[src/design/tsb_pkg.sv]
// shared types, constants and helpers for the periodic timer slot bank
package tsb_pkg;

    // bank size and derived widths
    localparam int SLOTS = 8;
    localparam int POS_W = $clog2(SLOTS + 1);
    localparam int IDX_W = 4;

    localparam logic [POS_W-1:0] SLOTS_POS = POS_W'(SLOTS);
    localparam logic [7:0]       SLOTS_8   = 8'(SLOTS);

    // operation codes of an input beat
    typedef enum logic [2:0] {
        OP_CREATE     = 3'd0,
        OP_REGISTER   = 3'd1,
        OP_STOP       = 3'd2,
        OP_UNREGISTER = 3'd3,
        OP_TICK       = 3'd4
    } op_t;

    // kinds of result beat
    typedef enum logic [1:0] {
        KIND_STATUS = 2'd0,
        KIND_ALLOC  = 2'd1,
        KIND_EXPIRY = 2'd2
    } kind_t;

    // command token walking the cell row
    typedef struct packed {
        logic             valid;
        op_t              op;
        logic [7:0]       slot;
        logic [7:0]       tag;
        logic [31:0]      period;
        logic             ok;
        logic             found;
        logic [POS_W-1:0] pos;
        logic [POS_W-1:0] idx;
        logic             pend_valid;
        logic [POS_W-1:0] pend_idx;
        logic [7:0]       pend_tag;
    } tok_t;

    // one result beat
    typedef struct packed {
        logic             valid;
        kind_t            kind;
        logic [IDX_W-1:0] idx;
        logic             status;
        logic [7:0]       tag;
        logic             last;
    } res_t;

    // slot position to the result index field, masked to its width
    function automatic logic [IDX_W-1:0] to_idx(input logic [POS_W-1:0] p);
        logic [POS_W+IDX_W-1:0] w;
        w = {{IDX_W{1'b0}}, p};
        return w[IDX_W-1:0];
    endfunction

endpackage

[src/design/tsb_cell.sv]
// one timer slot cell: holds the slot state and passes the command token on
module tsb_cell (
    input  logic          clk,
    input  logic          rst_n,
    input  logic          advance,
    input  tsb_pkg::tok_t tok_in,
    output tsb_pkg::tok_t tok_out,
    output tsb_pkg::res_t emit
);
    import tsb_pkg::*;

    logic        active_reg,  active_next;
    logic [31:0] period_reg,  period_next;
    logic [31:0] elapsed_reg, elapsed_next;
    logic [7:0]  tag_reg,     tag_next;
    tok_t        tok_reg,     tok_next;

    logic        hit;
    logic        ticking;
    logic        fire;
    logic [31:0] elapsed_inc;

    // token handling for this slot
    always_comb
    begin
        active_next  = active_reg;
        period_next  = period_reg;
        elapsed_next = elapsed_reg;
        tag_next     = tag_reg;
        tok_next     = tok_in;
        tok_next.pos = tok_in.pos + POS_W'(1);
        emit         = '0;

        hit         = (tok_in.slot == 8'(tok_in.pos));
        elapsed_inc = elapsed_reg + 32'd1;
        ticking     = active_reg && (tag_reg != 8'd0);
        fire        = ticking && (elapsed_inc >= period_reg);

        if (tok_in.valid)
        begin
            case (tok_in.op)
                OP_CREATE:
                begin
                    if (!tok_in.found && !active_reg)
                    begin
                        active_next    = 1'b1;
                        period_next    = '0;
                        elapsed_next   = '0;
                        tag_next       = '0;
                        tok_next.found = 1'b1;
                        tok_next.idx   = tok_in.pos;
                    end
                end
                OP_REGISTER:
                begin
                    if (tok_in.ok && hit)
                    begin
                        active_next  = 1'b1;
                        period_next  = tok_in.period;
                        elapsed_next = '0;
                        tag_next     = tok_in.tag;
                    end
                end
                OP_STOP:
                begin
                    if (tok_in.ok && hit)
                    begin
                        active_next = 1'b0;
                    end
                end
                OP_UNREGISTER:
                begin
                    if (tok_in.ok && hit)
                    begin
                        active_next = 1'b0;
                        tag_next    = '0;
                    end
                end
                OP_TICK:
                begin
                    if (ticking)
                    begin
                        elapsed_next = fire ? 32'd0 : elapsed_inc;
                    end
                    // an earlier expiry is now known not to be the final one
                    if (fire)
                    begin
                        if (tok_in.pend_valid)
                        begin
                            emit.valid  = 1'b1;
                            emit.kind   = KIND_EXPIRY;
                            emit.idx    = to_idx(tok_in.pend_idx);
                            emit.status = 1'b0;
                            emit.tag    = tok_in.pend_tag;
                            emit.last   = 1'b0;
                        end
                        tok_next.pend_valid = 1'b1;
                        tok_next.pend_idx   = tok_in.pos;
                        tok_next.pend_tag   = tag_reg;
                    end
                end
                default:
                begin
                end
            endcase
        end
    end

    // slot state and token register, held while the row is stalled
    always_ff @(posedge clk or negedge rst_n)
    begin
        if (!rst_n)
        begin
            active_reg  <= 1'b0;
            period_reg  <= '0;
            elapsed_reg <= '0;
            tag_reg     <= '0;
            tok_reg     <= '0;
        end
        else if (advance)
        begin
            active_reg  <= active_next;
            period_reg  <= period_next;
            elapsed_reg <= elapsed_next;
            tag_reg     <= tag_next;
            tok_reg     <= tok_next;
        end
    end

    assign tok_out = tok_reg;

endmodule

[src/design/tsb_out.sv]
// result stage: forms the closing beat and holds the output register
module tsb_out (
    input  logic          clk,
    input  logic          rst_n,
    input  tsb_pkg::res_t cell_res,
    input  tsb_pkg::tok_t tail_tok,
    input  logic          out_ready,
    output logic          out_valid,
    output tsb_pkg::res_t out_beat,
    output logic          stall
);
    import tsb_pkg::*;

    res_t tail_res;
    res_t want;
    logic load;

    logic out_valid_reg, out_valid_next;
    res_t out_reg,       out_next;

    // closing beat once the token leaves the last cell
    always_comb
    begin
        tail_res = '0;
        if (tail_tok.valid)
        begin
            case (tail_tok.op)
                OP_CREATE:
                begin
                    tail_res.valid  = 1'b1;
                    tail_res.kind   = KIND_ALLOC;
                    tail_res.idx    = to_idx(tail_tok.found ? tail_tok.idx : SLOTS_POS);
                    tail_res.status = !tail_tok.found;
                    tail_res.last   = 1'b1;
                end
                OP_REGISTER, OP_STOP, OP_UNREGISTER:
                begin
                    tail_res.valid  = 1'b1;
                    tail_res.kind   = KIND_STATUS;
                    tail_res.status = !tail_tok.ok;
                    tail_res.last   = 1'b1;
                end
                OP_TICK:
                begin
                    if (tail_tok.pend_valid)
                    begin
                        tail_res.valid = 1'b1;
                        tail_res.kind  = KIND_EXPIRY;
                        tail_res.idx   = to_idx(tail_tok.pend_idx);
                        tail_res.tag   = tail_tok.pend_tag;
                        tail_res.last  = 1'b1;
                    end
                end
                default:
                begin
                end
            endcase
        end
    end

    // at most one source offers a beat in a cycle
    always_comb
    begin
        want           = cell_res.valid ? cell_res : tail_res;
        load           = want.valid && (!out_valid_reg || out_ready);
        stall          = want.valid && !load;
        out_next       = load ? want : out_reg;
        out_valid_next = load ? 1'b1 : (out_ready ? 1'b0 : out_valid_reg);
    end

    always_ff @(posedge clk or negedge rst_n)
    begin
        if (!rst_n)
        begin
            out_valid_reg <= 1'b0;
            out_reg       <= '0;
        end
        else
        begin
            out_valid_reg <= out_valid_next;
            out_reg       <= out_next;
        end
    end

    assign out_valid = out_valid_reg;
    assign out_beat  = out_reg;

    // a cell beat and the closing beat never compete
    a_single_source: assert property (@(posedge clk) disable iff (!rst_n)
        !(cell_res.valid && tail_res.valid))
        else $error("cell beat and closing beat offered together");

endmodule

[src/design/periodic_timer_slot_bank_top.sv]
// top level of the periodic timer slot bank: entry register, cell row, result stage
//
//   channel  | handshake           | payload
//   ---------+---------------------+-------------------------------------------
//   input    | in_valid, in_ready  | op, slot, handler_tag, period
//   output   | out_valid, out_ready| kind, slot_index, status, fired_tag, last
//
// an accepted beat enters a token register and walks the cell row one cell per
// cycle while the row is not stalled; the next beat is taken only once the token
// has left the last cell.
// the row stalls as a whole while a result beat waits on a full output register.
// reset clears every slot to inactive with zero period, count and tag.
module periodic_timer_slot_bank_top (
    input  logic        clk,
    input  logic        rst_n,
    input  logic        in_valid,
    output logic        in_ready,
    input  logic [2:0]  op,
    input  logic [7:0]  slot,
    input  logic [7:0]  handler_tag,
    input  logic [31:0] period,
    output logic        out_valid,
    input  logic        out_ready,
    output logic [1:0]  kind,
    output logic [3:0]  slot_index,
    output logic        status,
    output logic [7:0]  fired_tag,
    output logic        last
);
    import tsb_pkg::*;

    tok_t tok [0:SLOTS];
    res_t emit [0:SLOTS-1];
    res_t cell_res;
    res_t out_beat;

    logic           accept;
    logic           advance;
    logic           stall;
    logic [SLOTS:0] tok_vld;

    logic busy_reg, busy_next;
    tok_t tok0_reg, tok0_next;

    assign in_ready = !busy_reg;
    assign accept   = in_valid && in_ready;
    assign advance  = !stall;

    // entry token with the argument checks done up front
    always_comb
    begin
        tok0_next = tok0_reg;
        if (accept)
        begin
            tok0_next        = '0;
            tok0_next.valid  = 1'b1;
            tok0_next.op     = op_t'(op);
            tok0_next.slot   = slot;
            tok0_next.tag    = handler_tag;
            tok0_next.period = period;
            case (op_t'(op))
                OP_REGISTER:
                    tok0_next.ok = (slot < SLOTS_8) && (handler_tag != 8'd0)
                                   && (period != 32'd0);
                OP_STOP, OP_UNREGISTER:
                    tok0_next.ok = (slot < SLOTS_8);
                default:
                    tok0_next.ok = 1'b1;
            endcase
        end
        else if (advance)
        begin
            tok0_next.valid = 1'b0;
        end

        busy_next = busy_reg;
        if (accept)
        begin
            busy_next = 1'b1;
        end
        else if (tok[SLOTS].valid && advance)
        begin
            busy_next = 1'b0;
        end
    end

    always_ff @(posedge clk or negedge rst_n)
    begin
        if (!rst_n)
        begin
            busy_reg <= 1'b0;
            tok0_reg <= '0;
        end
        else
        begin
            busy_reg <= busy_next;
            tok0_reg <= tok0_next;
        end
    end

    assign tok[0] = tok0_reg;

    // row of slot cells
    for (genvar i = 0; i < SLOTS; i++)
    begin : g_cell
        tsb_cell u_cell (
            .clk     (clk),
            .rst_n   (rst_n),
            .advance (advance),
            .tok_in  (tok[i]),
            .tok_out (tok[i+1]),
            .emit    (emit[i])
        );
    end

    // merge cell beats: only the cell holding the token can offer one
    always_comb
    begin
        cell_res = '0;
        for (int i = 0; i < SLOTS; i++)
        begin
            cell_res = res_t'(cell_res | emit[i]);
        end
        for (int i = 0; i <= SLOTS; i++)
        begin
            tok_vld[i] = tok[i].valid;
        end
    end

    tsb_out u_out (
        .clk       (clk),
        .rst_n     (rst_n),
        .cell_res  (cell_res),
        .tail_tok  (tok[SLOTS]),
        .out_ready (out_ready),
        .out_valid (out_valid),
        .out_beat  (out_beat),
        .stall     (stall)
    );

    assign kind       = out_beat.kind;
    assign slot_index = out_beat.idx;
    assign status     = out_beat.status;
    assign fired_tag  = out_beat.tag;
    assign last       = out_beat.last;

    // one token at most in flight
    a_one_token: assert property (@(posedge clk) disable iff (!rst_n)
        $onehot0(tok_vld))
        else $error("more than one token in the cell row");

    // busy tracks exactly the presence of a token
    a_busy_token: assert property (@(posedge clk) disable iff (!rst_n)
        busy_reg == (|tok_vld))
        else $error("busy flag out of step with token");

    // the row only stalls with an item in progress
    a_stall_busy: assert property (@(posedge clk) disable iff (!rst_n)
        stall |-> busy_reg)
        else $error("stall with no item in progress");

endmodule

[config.mk]
export PLATFORM = sky130hd
export DESIGN_NAME = periodic_timer_slot_bank_top
export DESIGN_NICKNAME = d
export VERILOG_FILES = /design/src/design/tsb_pkg.sv /design/src/design/tsb_cell.sv /design/src/design/tsb_out.sv /design/src/design/periodic_timer_slot_bank_top.sv
export SDC_FILE = /design/constraint.sdc
export NUM_CORES = 2
export LEC_CHECK = 0
export BUFFER_PORTS_ARGS = -buffer_cell sky130_fd_sc_hd__clkbuf_2
export CAP_MARGIN = 40
export CORE_ASPECT_RATIO = 1.1
export CORE_UTILIZATION = 59
export CTS_BUF_LIST = sky130_fd_sc_hd__clkbuf_4 sky130_fd_sc_hd__clkbuf_8 sky130_fd_sc_hd__clkbuf_16
export CTS_CLUSTER_SIZE = 40
export DETAILED_ROUTE_END_ITERATION = 8
export GPL_TIMING_DRIVEN = 0
export PLACE_DENSITY_LB_ADDON = 0.3
export RECOVER_POWER = 50
export SLEW_MARGIN = 10
export SYNTH_ARGS = -nofsm -noshare
export SYNTH_HDL_FRONTEND = slang
export SYNTH_HIERARCHICAL = 1
export SYNTH_SLANG_ARGS = --single-unit
[constraint.sdc]
create_clock -name clk -period 9.13 [get_ports clk]
set_input_delay 0 -clock clk [delete_from_list [all_inputs] [get_ports clk]]
set_output_delay 0 -clock clk [all_outputs]
set_load 0.01 [all_outputs]
==> flow_metrics.tcl <==
set metrics [dict create \
    critPathRequiredTime_ps 9780 \
    die_area_um2 105000 \
    wl_per_cell_um 22.2 \
    start_util 0.596 \
    final_common_cell "dfrtp_1" \
    syn_area_per_cell_um2 10.9 \
    p_leak_uw 0.0319 \
    cpMostUsedCell "clkbuf_1" \
    die_y_um 340 \
    fin_nets 6257 \
    setup_tns_ps 0 \
    finalHoldViolCount 0 \
    core_um2 102000 \
    firstDrtPassIters 6 \
    outcome "complete, but fails checks" \
    grt_pass1_wl_um 259000 \
    cts_tree "yes" \
    place_ws_ps 133 \
    hpwl_um 120000 \
    dieWidth_um 309 \
    track_usage 0.316 \
    fillCellCount 7648 \
    routed_wl_um 164000 \
    overflow 0 \
    cts_max_path_buffers 3 \
    cts_buffers 121 \
    drc 0 \
    grt_pass1_vias 45860 \
    violations "capacitance limit, slew limit" \
    final_max_slew_viol_count 832 \
    min_path_type "input pin to register" \
    clock_latency_ps 740 \
    ir_drop_mv 0.240 \
    antenna_found_initial 1 \
    netlist_instances 5589 \
    area_growth_pct 12.2 \
    largest_register_ffs 548 \
    setup_violations 0 \
    gp_congestion 0.923 \
    clock_skew_ps 38.4 \
    vias 45417 \
    fin_ws_ps 527 \
    period_minus_slack_ps 8600 \
    top_level_ports 73 \
    slowest_stage "nor3_1" \
    layout-drive-gt1-share 0.165 \
    slew_headroom -2.63 \
    critPathKind "register to register" \
    rsz0062_at_grt "false" \
    std_cell_rows 123 \
    post-route-period-util 0.942 \
    io_buffers 72 \
    arrival_ps 9250 \
    grt_max_degree 107 \
    worstMarginPinSlew_ps 5450 \
    drtIter0Drc 3901 \
    power.density_nw_per_um2 274 \
    ys.warnings.count 6 \
    crit_path_end_kind "register" \
    drv_cap 9 \
    total_power_uw 18800 \
    ant_nets 0 \
    netlist_area_um2 61100 \
    slowest_delay_ps 630 \
    critPathMaxFanout 10 \
    final_util 0.669 \
    clock_sinks 1203 \
    hold_ws_ps 75.7 \
    r2r_slack_ps 530 \
    cp-start-kind "register" \
    vias_per_cell 6.13 \
    clk_pin_slew_worst_paths_ps 60 \
    mostFrequentLayoutCells "dfrtp_1, mux2_2, inv_1" \
    cts_max_level 3 \
    cts-root-buf "clkbuf_16" \
    fmax_ghz 0.116 \
]
==> routing by layer <==
metal | up-vias | track usage | share of wire
li1 | 20742 | - | -
met1 | 22710 | 0.392 | 0.39
met2 | 1500 | 0.534 | 0.49
met3 | 465 | 0.0393 | 0.050
met4 | 0 | 0.178 | 0.062
met5 | - | 0 | 0
==> timing repair <==
| item | in CTS | in global routing |
|---|---|---|
| endpoints found under the hold margin | 384 | 0 |
| hold buffers | 62 | 0 |
| resized for setup | 0 | 2 |
| endpoints found under the setup margin | 0 | 240 |
| buffers inserted | 0 | 1 |
==> cell type report <==
type                    count  area, um^2  area share
plain buffers             318        1580      0.0230
repair buffers            152        1130      0.0165
flip-flops and latches   1203       30100       0.439
diodes                      1        2.50   0.0000365
clock inverters            55         762      0.0111
inverters                 378        1420      0.0207
clock buffers             170        3590      0.0524
multi-input cells        3757       28200       0.412
well taps                1375        1720      0.0251
==> worst max-delay path: cells and delay by family, from the launching register on <==
kind,cells,cell delay (ps)
and+or+nand+nor,15,3840
buffers and inverters,10,2550
AOI/OAI and AO/OA,4,1120
adders and majority gates,2,560
DFF,1,460
==> path summary, 6_finish.rpt <==
check,from,endpoint,depth (start not counted)
max in group asynchronous,rst_n,g_cell[0].u_cell/period_reg[5],6
worst min-delay path,period[30],tok[653],3
worst max-delay path,g_cell[2].u_cell/elapsed_reg[0],g_cell[2].u_cell/elapsed_reg[22],31
min in group asynchronous,rst_n,g_cell[6].u_cell/elapsed_reg[3],4
worst max register to register,g_cell[2].u_cell/elapsed_reg[0],g_cell[2].u_cell/elapsed_reg[22],31
worst min register to register,g_cell[6].u_cell/tok_out[48],g_cell[7].u_cell/period_reg[25],1
==> per-stage QoR <==
step,cells,area [um^2]
after detailed placement,7119,63800
after global placement,7103,63400
after global routing,7409,68500
after floorplan,5656,61400
after CTS,7406,68800
final,7409,68500
==> where the power goes <==
part | switching, uW | total, uW | leakage [uW] | internal (uW)
Combinational | 2210 | 4280 | 0.0146 | 2070
Clock | 2170 | 5360 | 0.00217 | 3190
Sequential | 2070 | 9120 | 0.0151 | 7050
Total | 6450 | 18800 | 0.0319 | 12300
No activity file was read; power rests on OpenSTA's default activity.
